===== config.mk =====
export PLATFORM = sky130hd
export DESIGN_NAME = count_weighted_draw_without_replacement_core
export DESIGN_NICKNAME = d
export VERILOG_FILES = /design/src/hdl/cwd_pkg.sv /design/src/hdl/count_weighted_draw_without_replacement_core.sv /design/src/hdl/cwd_count_mem.sv /design/src/hdl/cwd_divider.sv
export SDC_FILE = /design/constraint.sdc
export NUM_CORES = 2
export LEC_CHECK = 0
export BUFFER_PORTS_ARGS = -buffer_cell sky130_fd_sc_hd__buf_4
export CAP_MARGIN = 0
export CORE_MARGIN = 2
export CORE_UTILIZATION = 40
export DETAILED_ROUTE_END_ITERATION = 8
export GPL_ROUTABILITY_DRIVEN = 0
export GPL_TIMING_DRIVEN = 0
export PLACE_DENSITY = 0.52
export SYNTH_ARGS = -nofsm -noshare
export SYNTH_HDL_FRONTEND = slang
export SYNTH_SLANG_ARGS = --single-unit

===== constraint.sdc =====
create_clock -name aclk -period 12.4 [get_ports aclk]
set_input_delay 3.1 -clock aclk [delete_from_list [all_inputs] [get_ports aclk]]
set_output_delay 3.1 -clock aclk [all_outputs]
set_load 0.05 [all_outputs]

===== src/hdl/cwd_pkg.sv =====
// shared constants and codes for the count-weighted draw block
`default_nettype none

package cwd_pkg;

    // default sizes of the count table and the random fraction
    localparam int DEF_MAX_CELLS   = 64;
    localparam int DEF_COUNT_BITS  = 16;
    localparam int DEF_RANDOM_BITS = 32;

    // input word fields
    localparam int CELL_W      = 6;
    localparam int CNT_FIELD_W = 16;
    localparam int RND_FIELD_W = 32;
    localparam int CELL_LSB    = 0;
    localparam int CNT_LSB     = CELL_LSB + CELL_W;
    localparam int RND_LSB     = CNT_LSB + CNT_FIELD_W;
    localparam int S_TDATA_W   = 56;
    localparam int S_TUSER_W   = 1;

    // result word fields
    localparam int OUT_W       = 6;
    localparam int OCELL_LSB   = 0;
    localparam int OROW_LSB    = OCELL_LSB + OUT_W;
    localparam int OCOL_LSB    = OROW_LSB + OUT_W;
    localparam int M_TDATA_W   = 24;
    localparam int M_TUSER_W   = 1;

    // configuration port
    localparam int CFG_INDEX_W = 2;
    localparam int CFG_DATA_W  = 7;
    localparam int COL_W       = 7;

    localparam logic [CFG_INDEX_W-1:0] REG_USED_CELLS   = 2'd0;
    localparam logic [CFG_INDEX_W-1:0] REG_COLUMN_COUNT = 2'd1;

    localparam logic [CFG_DATA_W-1:0] USED_CELLS_RESET   = 7'd64;
    localparam logic [CFG_DATA_W-1:0] COLUMN_COUNT_RESET = 7'd8;

    // item kinds
    localparam logic KIND_LOAD = 1'b0;
    localparam logic KIND_DRAW = 1'b1;

endpackage

`default_nettype wire


===== src/hdl/count_weighted_draw_without_replacement_core.sv =====
// top level: count table, draw sequencer with shift-add multiply, row/column split
//
// Input words arrive on s_tvalid/s_tready. s_tuser selects the kind: a load
// writes one cell's count in the cycle it is accepted and gives no result; a
// draw gives exactly one result word on m_tvalid/m_tready.
// Registers are written on cfg_valid/cfg_ready (always ready): index 0 is the
// number of cells in use, index 1 the columns per row.
// A draw over n used cells walks the table once to total the counts, forms r
// times the total one bit of r per cycle, walks the cumulative counts again
// until the chosen cell (the last nonzero used cell always qualifies), writes
// back the decremented count and splits the cell into row and column one
// quotient bit per cycle, then loads the output register. The next input word
// can be taken in the same cycle as the result word turns valid, so one draw
// is finished before the next input word is taken. An empty table goes from
// the total straight to loading the output register.
// After reset a clearing pass zeroes every cell of the table with
// s_tready low; configuration writes are taken meanwhile.
// A result held by a stalled receiver stays in the output register; loads and
// a new draw are still accepted, and a finished draw waits in the push state
// until the output register is free.
`default_nettype none

module count_weighted_draw_without_replacement_core #(
    parameter int MAX_CELLS   = cwd_pkg::DEF_MAX_CELLS,
    parameter int COUNT_BITS  = cwd_pkg::DEF_COUNT_BITS,
    parameter int RANDOM_BITS = cwd_pkg::DEF_RANDOM_BITS
) (
    input  wire logic                              aclk,
    input  wire logic                              aresetn,
    // input words
    input  wire logic                              s_tvalid,
    output logic                                   s_tready,
    // [5:0] cell_req, [21:6] count_value, [53:22] random_fraction, [55:54] zero
    input  wire logic [cwd_pkg::S_TDATA_W-1:0]     s_tdata,
    // [0] kind
    input  wire logic [cwd_pkg::S_TUSER_W-1:0]     s_tuser,
    // result words
    output logic                                   m_tvalid,
    input  wire logic                              m_tready,
    // [5:0] chosen_cell, [11:6] chosen_row, [17:12] chosen_column, [23:18] zero
    output logic [cwd_pkg::M_TDATA_W-1:0]          m_tdata,
    // [0] empty_res
    output logic [cwd_pkg::M_TUSER_W-1:0]          m_tuser,
    // configuration writes
    input  wire logic                              cfg_valid,
    output logic                                   cfg_ready,
    input  wire logic [cwd_pkg::CFG_INDEX_W-1:0]   cfg_index,
    input  wire logic [cwd_pkg::CFG_DATA_W-1:0]    cfg_data
);

    localparam int AW = $clog2(MAX_CELLS);
    localparam int CW = $clog2(MAX_CELLS + 1);
    localparam int TW = COUNT_BITS + AW;
    localparam int PW = TW + RANDOM_BITS;
    localparam int MW = $clog2(RANDOM_BITS + 1);
    localparam int UW = (CW > cwd_pkg::CFG_DATA_W) ? CW : cwd_pkg::CFG_DATA_W;
    localparam int LW = CW + cwd_pkg::CELL_W;

    typedef enum logic [7:0] {
        ST_CLEAR = 8'b0000_0001,
        ST_IDLE  = 8'b0000_0010,
        ST_SUM   = 8'b0000_0100,
        ST_MUL   = 8'b0000_1000,
        ST_WALK  = 8'b0001_0000,
        ST_DEC   = 8'b0010_0000,
        ST_DIV   = 8'b0100_0000,
        ST_PUSH  = 8'b1000_0000
    } state_t;

    state_t                          state_reg, state_next;
    logic [CW-1:0]                   idx_reg, idx_next;
    logic                            pend_reg, pend_next;
    logic [AW-1:0]                   data_idx_reg, data_idx_next;
    logic [TW-1:0]                   sum_reg, sum_next;
    logic [TW-1:0]                   cum_reg, cum_next;
    logic [PW-1:0]                   prod_reg, prod_next;
    logic [RANDOM_BITS-1:0]          r_reg, r_next;
    logic [MW-1:0]                   mcnt_reg, mcnt_next;
    logic [AW-1:0]                   pick_reg, pick_next;
    logic [COUNT_BITS-1:0]           hit_cnt_reg, hit_cnt_next;
    logic                            empty_reg, empty_next;
    logic                            m_tvalid_reg, m_tvalid_next;
    logic [cwd_pkg::M_TDATA_W-1:0]   m_tdata_reg, m_tdata_next;
    logic                            m_empty_reg, m_empty_next;
    logic [cwd_pkg::CFG_DATA_W-1:0]  used_reg, used_next;
    logic [cwd_pkg::CFG_DATA_W-1:0]  column_reg, column_next;

    logic                            s_accept;
    logic                            s_kind;
    logic [cwd_pkg::CELL_W-1:0]      s_cell;
    logic [cwd_pkg::CNT_FIELD_W-1:0] s_count;
    logic [cwd_pkg::RND_FIELD_W-1:0] s_rnd;
    logic [UW-1:0]                   used_w;
    logic [CW-1:0]                   n_eff;
    logic [cwd_pkg::COL_W-1:0]       cols_eff;
    logic                            issue;
    logic [TW-1:0]                   cum_sum;
    logic                            hit;
    logic                            out_free;

    logic                            wr_en;
    logic [AW-1:0]                   wr_addr;
    logic [COUNT_BITS-1:0]           wr_data;
    logic [COUNT_BITS-1:0]           rd_data;

    logic                            div_start;
    logic                            div_busy;
    logic [AW-1:0]                   div_quot;
    logic [cwd_pkg::COL_W-1:0]       div_rem;

    // input word fields
    assign s_kind   = s_tuser[0];
    assign s_cell   = s_tdata[cwd_pkg::CELL_LSB +: cwd_pkg::CELL_W];
    assign s_count  = s_tdata[cwd_pkg::CNT_LSB +: cwd_pkg::CNT_FIELD_W];
    assign s_rnd    = s_tdata[cwd_pkg::RND_LSB +: cwd_pkg::RND_FIELD_W];
    assign s_tready = (state_reg == ST_IDLE);
    assign s_accept = s_tvalid && s_tready;
    assign cfg_ready = 1'b1;

    // clamped cell count and column count
    always_comb begin
        used_w = UW'(used_reg);
        if (used_reg == '0) begin
            n_eff = CW'(1);
        end else if (used_w > UW'(MAX_CELLS)) begin
            n_eff = CW'(MAX_CELLS);
        end else begin
            n_eff = CW'(used_w);
        end
        cols_eff = (column_reg == '0) ? cwd_pkg::COL_W'(1) : column_reg;
    end

    // walk compare: cumulative count times 2^RANDOM_BITS against r times total
    assign issue    = (idx_reg < n_eff);
    assign cum_sum  = cum_reg + TW'(rd_data);
    assign hit      = (rd_data != '0) && ({cum_sum, {RANDOM_BITS{1'b0}}} >= prod_reg);
    assign out_free = !m_tvalid_reg || m_tready;

    // table write port: clearing pass, loads, decrement after a draw
    always_comb begin
        wr_en   = 1'b0;
        wr_addr = idx_reg[AW-1:0];
        wr_data = '0;
        unique case (state_reg)
            ST_CLEAR: begin
                wr_en = 1'b1;
            end
            ST_IDLE: begin
                wr_en   = s_accept && (s_kind == cwd_pkg::KIND_LOAD) &&
                          (LW'(s_cell) < LW'(MAX_CELLS));
                wr_addr = AW'(s_cell);
                wr_data = COUNT_BITS'(s_count);
            end
            ST_DEC: begin
                wr_en   = 1'b1;
                wr_addr = pick_reg;
                wr_data = hit_cnt_reg - 1'b1;
            end
            default: begin
                wr_en = 1'b0;
            end
        endcase
    end

    assign div_start = (state_reg == ST_DEC);

    // draw sequencer
    always_comb begin
        state_next    = state_reg;
        idx_next      = idx_reg;
        pend_next     = 1'b0;
        data_idx_next = idx_reg[AW-1:0];
        sum_next      = sum_reg;
        cum_next      = cum_reg;
        prod_next     = prod_reg;
        r_next        = r_reg;
        mcnt_next     = mcnt_reg;
        pick_next     = pick_reg;
        hit_cnt_next  = hit_cnt_reg;
        empty_next    = empty_reg;
        m_tvalid_next = m_tvalid_reg && !m_tready;
        m_tdata_next  = m_tdata_reg;
        m_empty_next  = m_empty_reg;
        unique case (state_reg)
            ST_CLEAR: begin
                idx_next = idx_reg + 1'b1;
                if (idx_reg == CW'(MAX_CELLS - 1)) begin
                    state_next = ST_IDLE;
                end
            end
            ST_IDLE: begin
                if (s_accept && (s_kind == cwd_pkg::KIND_DRAW)) begin
                    r_next     = RANDOM_BITS'(s_rnd);
                    idx_next   = '0;
                    sum_next   = '0;
                    empty_next = 1'b0;
                    state_next = ST_SUM;
                end
            end
            ST_SUM: begin
                // totals the used cells, reads pipelined one ahead
                if (issue) begin
                    idx_next  = idx_reg + 1'b1;
                    pend_next = 1'b1;
                end
                if (pend_reg) begin
                    sum_next = sum_reg + TW'(rd_data);
                end else if (!issue) begin
                    if (sum_reg == '0) begin
                        empty_next = 1'b1;
                        state_next = ST_PUSH;
                    end else begin
                        prod_next  = '0;
                        mcnt_next  = MW'(RANDOM_BITS);
                        state_next = ST_MUL;
                    end
                end
            end
            ST_MUL: begin
                // shift-add, most significant bit of r first
                prod_next = {prod_reg[PW-2:0], 1'b0} +
                            (r_reg[RANDOM_BITS-1] ? PW'(sum_reg) : PW'(0));
                r_next    = {r_reg[RANDOM_BITS-2:0], 1'b0};
                mcnt_next = mcnt_reg - 1'b1;
                if (mcnt_reg == MW'(1)) begin
                    idx_next   = '0;
                    cum_next   = '0;
                    state_next = ST_WALK;
                end
            end
            ST_WALK: begin
                if (issue) begin
                    idx_next  = idx_reg + 1'b1;
                    pend_next = 1'b1;
                end
                if (pend_reg) begin
                    cum_next     = cum_sum;
                    pick_next    = data_idx_reg;
                    hit_cnt_next = rd_data;
                    if (hit) begin
                        pend_next  = 1'b0;
                        state_next = ST_DEC;
                    end
                end else if (!issue) begin
                    // no hit: last used cell, already held
                    state_next = ST_DEC;
                end
            end
            ST_DEC: begin
                state_next = ST_DIV;
            end
            ST_DIV: begin
                if (!div_busy) begin
                    state_next = ST_PUSH;
                end
            end
            ST_PUSH: begin
                if (out_free) begin
                    m_tvalid_next = 1'b1;
                    m_empty_next  = empty_reg;
                    m_tdata_next  = '0;
                    if (!empty_reg) begin
                        m_tdata_next[cwd_pkg::OCELL_LSB +: cwd_pkg::OUT_W] =
                            cwd_pkg::OUT_W'(pick_reg);
                        m_tdata_next[cwd_pkg::OROW_LSB +: cwd_pkg::OUT_W] =
                            cwd_pkg::OUT_W'(div_quot);
                        m_tdata_next[cwd_pkg::OCOL_LSB +: cwd_pkg::OUT_W] =
                            cwd_pkg::OUT_W'(div_rem);
                    end
                    state_next = ST_IDLE;
                end
            end
            default: begin
                state_next = ST_CLEAR;
            end
        endcase
    end

    // configuration registers
    always_comb begin
        used_next   = used_reg;
        column_next = column_reg;
        if (cfg_valid && cfg_ready) begin
            unique case (cfg_index)
                cwd_pkg::REG_USED_CELLS:   used_next   = cfg_data;
                cwd_pkg::REG_COLUMN_COUNT: column_next = cfg_data;
                default: begin
                    used_next = used_reg;
                end
            endcase
        end
    end

    // control state
    always_ff @(posedge aclk) begin
        if (!aresetn) begin
            state_reg    <= ST_CLEAR;
            idx_reg      <= '0;
            pend_reg     <= 1'b0;
            mcnt_reg     <= '0;
            m_tvalid_reg <= 1'b0;
            used_reg     <= cwd_pkg::USED_CELLS_RESET;
            column_reg   <= cwd_pkg::COLUMN_COUNT_RESET;
        end else begin
            state_reg    <= state_next;
            idx_reg      <= idx_next;
            pend_reg     <= pend_next;
            mcnt_reg     <= mcnt_next;
            m_tvalid_reg <= m_tvalid_next;
            used_reg     <= used_next;
            column_reg   <= column_next;
        end
    end

    // datapath registers
    always_ff @(posedge aclk) begin
        data_idx_reg <= data_idx_next;
        sum_reg      <= sum_next;
        cum_reg      <= cum_next;
        prod_reg     <= prod_next;
        r_reg        <= r_next;
        pick_reg     <= pick_next;
        hit_cnt_reg  <= hit_cnt_next;
        empty_reg    <= empty_next;
        m_tdata_reg  <= m_tdata_next;
        m_empty_reg  <= m_empty_next;
    end

    assign m_tvalid = m_tvalid_reg;
    assign m_tdata  = m_tdata_reg;
    assign m_tuser  = cwd_pkg::M_TUSER_W'(m_empty_reg);

    cwd_count_mem #(
        .DEPTH (MAX_CELLS),
        .WIDTH (COUNT_BITS)
    ) u_mem (
        .aclk    (aclk),
        .wr_en   (wr_en),
        .wr_addr (wr_addr),
        .wr_data (wr_data),
        .rd_addr (idx_reg[AW-1:0]),
        .rd_data (rd_data)
    );

    cwd_divider #(
        .DW (AW)
    ) u_div (
        .aclk      (aclk),
        .aresetn   (aresetn),
        .start     (div_start),
        .dividend  (pick_reg),
        .divisor   (cols_eff),
        .busy      (div_busy),
        .quotient  (div_quot),
        .remainder (div_rem)
    );

endmodule

`default_nettype wire


===== src/hdl/cwd_count_mem.sv =====
// count table memory, one write port and one registered read port
`default_nettype none

module cwd_count_mem #(
    parameter int DEPTH = cwd_pkg::DEF_MAX_CELLS,
    parameter int WIDTH = cwd_pkg::DEF_COUNT_BITS
) (
    input  wire logic                     aclk,
    input  wire logic                     wr_en,
    input  wire logic [$clog2(DEPTH)-1:0] wr_addr,
    input  wire logic [WIDTH-1:0]         wr_data,
    input  wire logic [$clog2(DEPTH)-1:0] rd_addr,
    output logic      [WIDTH-1:0]         rd_data
);

    logic [WIDTH-1:0] mem [DEPTH];

    // write port
    always_ff @(posedge aclk) begin
        if (wr_en) begin
            mem[wr_addr] <= wr_data;
        end
    end

    // registered read
    always_ff @(posedge aclk) begin
        rd_data <= mem[rd_addr];
    end

endmodule

`default_nettype wire


===== src/hdl/cwd_divider.sv =====
// restoring divider, one quotient bit per cycle, splits a cell into row and column
`default_nettype none

module cwd_divider #(
    parameter int DW = 6
) (
    input  wire logic                    aclk,
    input  wire logic                    aresetn,
    input  wire logic                    start,
    input  wire logic [DW-1:0]           dividend,
    input  wire logic [cwd_pkg::COL_W-1:0] divisor,
    output logic                         busy,
    output logic [DW-1:0]                quotient,
    output logic [cwd_pkg::COL_W-1:0]    remainder
);

    localparam int NW = $clog2(DW + 1);

    logic [NW-1:0]             cnt_reg, cnt_next;
    logic [DW-1:0]             q_reg, q_next;
    logic [cwd_pkg::COL_W-1:0] rem_reg, rem_next;
    logic [cwd_pkg::COL_W-1:0] div_reg, div_next;
    logic [cwd_pkg::COL_W:0]   rem_sh;
    logic [cwd_pkg::COL_W:0]   rem_sub;
    logic                      ge;
    logic [DW:0]               q_sh;

    // one shift-subtract step
    always_comb begin
        rem_sh  = {rem_reg, q_reg[DW-1]};
        rem_sub = rem_sh - {1'b0, div_reg};
        ge      = (rem_sh >= {1'b0, div_reg});
        q_sh    = {q_reg, ge};
    end

    always_comb begin
        cnt_next = cnt_reg;
        q_next   = q_reg;
        rem_next = rem_reg;
        div_next = div_reg;
        if (start) begin
            cnt_next = NW'(DW);
            q_next   = dividend;
            rem_next = '0;
            div_next = divisor;
        end else if (cnt_reg != '0) begin
            cnt_next = cnt_reg - 1'b1;
            q_next   = q_sh[DW-1:0];
            rem_next = ge ? rem_sub[cwd_pkg::COL_W-1:0] : rem_sh[cwd_pkg::COL_W-1:0];
        end
    end

    always_ff @(posedge aclk) begin
        if (!aresetn) begin
            cnt_reg <= '0;
        end else begin
            cnt_reg <= cnt_next;
        end
    end

    always_ff @(posedge aclk) begin
        q_reg   <= q_next;
        rem_reg <= rem_next;
        div_reg <= div_next;
    end

    assign busy      = (cnt_reg != '0);
    assign quotient  = q_reg;
    assign remainder = rem_reg;

endmodule

`default_nettype wire


==> flow_summary.yaml <==
cts:
  post_cts_resized: 0
  htreeDepth: 4
  ctsHoldBuffers: 0
  clk_latency_ps: 770
  clock-sinks: 1278
  numCtsBuffers: 140
  cts_setup_buffers: 0
  cts_tree: "built"
  path_clk_slew_ps: 60
  cts_buffer_depth: 3
  cts_root_buffer: "clkbuf_16"
power:
  p_switching_uw: 2873
  p_seq_frac: 0.459
  power.share.switching: 0.2686
  leakagePower_uw: 0.01892
  clkPwrFrac: 0.370
  powerDensity_mw_per_mm2: 171.3
  peakVddDrop_mv: 0.1326
  p_int_uw: 7824
  combPwrFrac: 0.171
synthesis:
  synthAdderAreaFrac: 0.02352
  ys_ff_latch: 1278
  synth_compound_area_frac: 0.03069
  synth_warnings: 0
  async_flop_share: 0
  synth_xor_area_frac: 0.01542
  ys_types: 75
  post_synth.cell_area_avg_um2: 17.80
  ys_seq_area_frac: 0.7056
  muxShareOfSynthArea: 0.1445
  synth_top_family_by_area: "multiplexers"
  netlist_area_mm2: 0.05341
  syn_inst: 3001
  synthSimpleGateAreaFrac: 0.06510
  synth_edf_count: 1209
  ys.flop_type: "edfxtp_1"
timing:
  hold_slack_ps: 401.0
  final.setup_skew_ps: 41.77
  rsz0062_at_grt: "false"
  setup_viol: 0
  drv_slew: 0
  fmax_mhz: 145.5
  relSlewSlack: 0.06277
  final-hold-violation-count: 0
  worst_slack_ps: 5527
  period_share: 0.5543
  tns_ps: 0
  tightest_slew_ps: 1406
  period_minus_slack_ps: 6873
routing:
  route.vias.total: 29041
  dr.pass1.iters: 8
  ant_nets: 0
  wirelength_um: 141200
  drc: 0
  routedWlPerCell_um: 27.17
  routed_via_density: 5.589
  drt_iter0_markers: 2741
cells_and_area:
  finalNetCount: 3485
  nFillCells: 11188
  layout_common_cells: "1,209 x edfxtp_1, 336 x mux4_2, 220 x nand2_1"
  area.growth.synth_to_final_pct: 16.95
  final_common_cell: "edfxtp_1"
  final_util: 0.4698
  largest_reg_flops: 1024
  drive_above_1_share: 0.2374
worst_setup_path:
  crit_path_cell_trace: "clkbuf_1 -> or4_1 -> or4_1 -> buf_2 -> clkinv_2 -> buf_4 -> buf_2 -> buf_2 -> buf_4"
  crit_top_cell: "buf_2"
  cp.arrival_ps: 3770
  critical-path-max-stage-delay_ps: 550
  critical_path_depth: 9
  rrSetupSlack_ps: 7190
  critPathLaunchType: "register"
  crit_end: "s_tready"
  critPathBufInv: 7
  critPathCaptureType: "primary output"
  worstReg2RegEnd: "u_mem.mem[25][4]$_DFFE_PP_"
  r2r_start: "state_reg[4]$_SDFFE_PN0P_"
  critPathMaxFanout: 10
  critical-path-slowest-cell: "or4_1"
  cp.required_ps: 9300
  startpoint: "state_reg[4]$_SDFFE_PN0P_"
  crit_type: "register to primary output"
  reg2reg_depth: 10
  critical_path.top_delay_family: "buffers and inverters"
grt:
  grt_util_all_layers: 0.2068
  antenna_found_initial: 3
  grt_overflow: 0
  grt_max_degree: 42
  grt_pass1_wl_um: 203000
  grt_pass1_vias: 29492
floorplanning:
  ios: 99
  row_count: 134
  coreArea_mm2: 0.1330
  die-height_um: 369.4
  die_width_um: 369.4
  initial_utilization: 0.4017
  die_area_mm2: 0.1365
placement:
  io_buffers: 89
  post-place-ws_ps: 6371
  hpwlAfterDp_um: 100600
hold_path:
  hold_start: "data_idx_reg[0]$_DFF_P_"
  hold_class: "register to register"
outcome:
  outcome: "completed"
flow_run:
  maxCapViolations: 0
Yosys cell counts, drive strengths merged (14+ instances only):
cell,count,area share
inv,60,0.0042
nand2b,19,0.0022
nor2,215,0.016
ha,94,0.022
o21ai,60,0.0056
clkbuf,98,0.0069
and2,26,0.0030
nand3,38,0.0037
nand2,221,0.016
and4b,17,0.0032
nand4,22,0.0026
edfxtp,1209,0.68
dfxtp,69,0.026
a21oi,78,0.0074
or3,15,0.0018
nor4,22,0.0029
xor2,37,0.0061
mux4,336,0.14
nor3,36,0.0034
buf,42,0.0037
mux2i,14,0.0026
a21o,30,0.0042
xnor2,57,0.0093
nor2b,37,0.0043
power groups by stage:
| stage | clock, µW | sequential (µW) | combinational, µW |
|---|---|---|---|
| CTS | 4040 | 4910 | 1860 |
| finish | 3950 | 4910 | 1830 |
| floorplan | 0 | 4920 | 1250 |
| global route | 4220 | 4910 | 1990 |
| detailed placement | 0 | 5000 | 1850 |
| global placement | 0 | 5000 | 1780 |
worst reg2reg max path: stages (launching register included):
cell and delay (ps):
dfxtp_1 290, clkbuf_1 250, or4_1 550, nor3_1 160
nand3b_1 250, inv_1 280, buf_1 670, a22oi_1 310
a21oi_2 360, nand2_1 600, nor2_2 1070
layer usage:
layer | routed length [µm] | vias to the layer above | global-route usage
met3 | 7728 | 221 | 0.03514
met4 | 3877 | 0 | 0.06334
met1 | 59690 | 15298 | 0.2790
met2 | 69870 | 918 | 0.3438
li1 | - | 12604 | -
met5 | 0 | - | 0
metrics by stage:
step           instances  instance area, µm²  total power (µW)
2_1_floorplan       3006               53430              6168
3_3_place_gp        4863               56310              6783
3_5_place_dp        4942               58090              6848
4_1_cts             5193               62450             10810
5_1_grt             5193               62450             11120
6_report            5196               62460             10700
worst min path at each step:
stage                         endpoint  slack, ps  cells past startpoint
2_1_floorplan  data_idx_reg[0]$_DFF_P_        350                      0
3_3_place_gp     pick_reg[3]$_DFFE_PP_        390                      0
3_5_place_dp     pick_reg[2]$_DFFE_PP_        390                      0
4_1_cts        data_idx_reg[3]$_DFF_P_        400                      0
5_1_grt        data_idx_reg[3]$_DFF_P_        400                      0
6_report         pick_reg[0]$_DFFE_PP_        400                      0
final cells by class:
cell class	instances	area (µm²)	share of cell area
repair buffers	168	2088	0.03343
clock inverters	57	475.5	0.007612
clock buffers	194	3884	0.06218
multi-input cells	1527	15310	0.2451
diodes	3	7.507	0.0001202
plain buffers	140	570.5	0.009135
well taps	1768	2212	0.03542
inverters	61	230.2	0.003686
flip-flops and latches	1278	37690	0.6034
kinds of logic after synthesis:
group / count (synthesis)
other: 2
DFF: 1278
muxes: 351
AOI/OAI and AO/OA: 258
xor gates and xnor gates: 94
and+or+nand+nor: 719
adders and majority gates: 98
buffers and inverters: 201
Note: power is estimated with default switching activity, not from simulation.
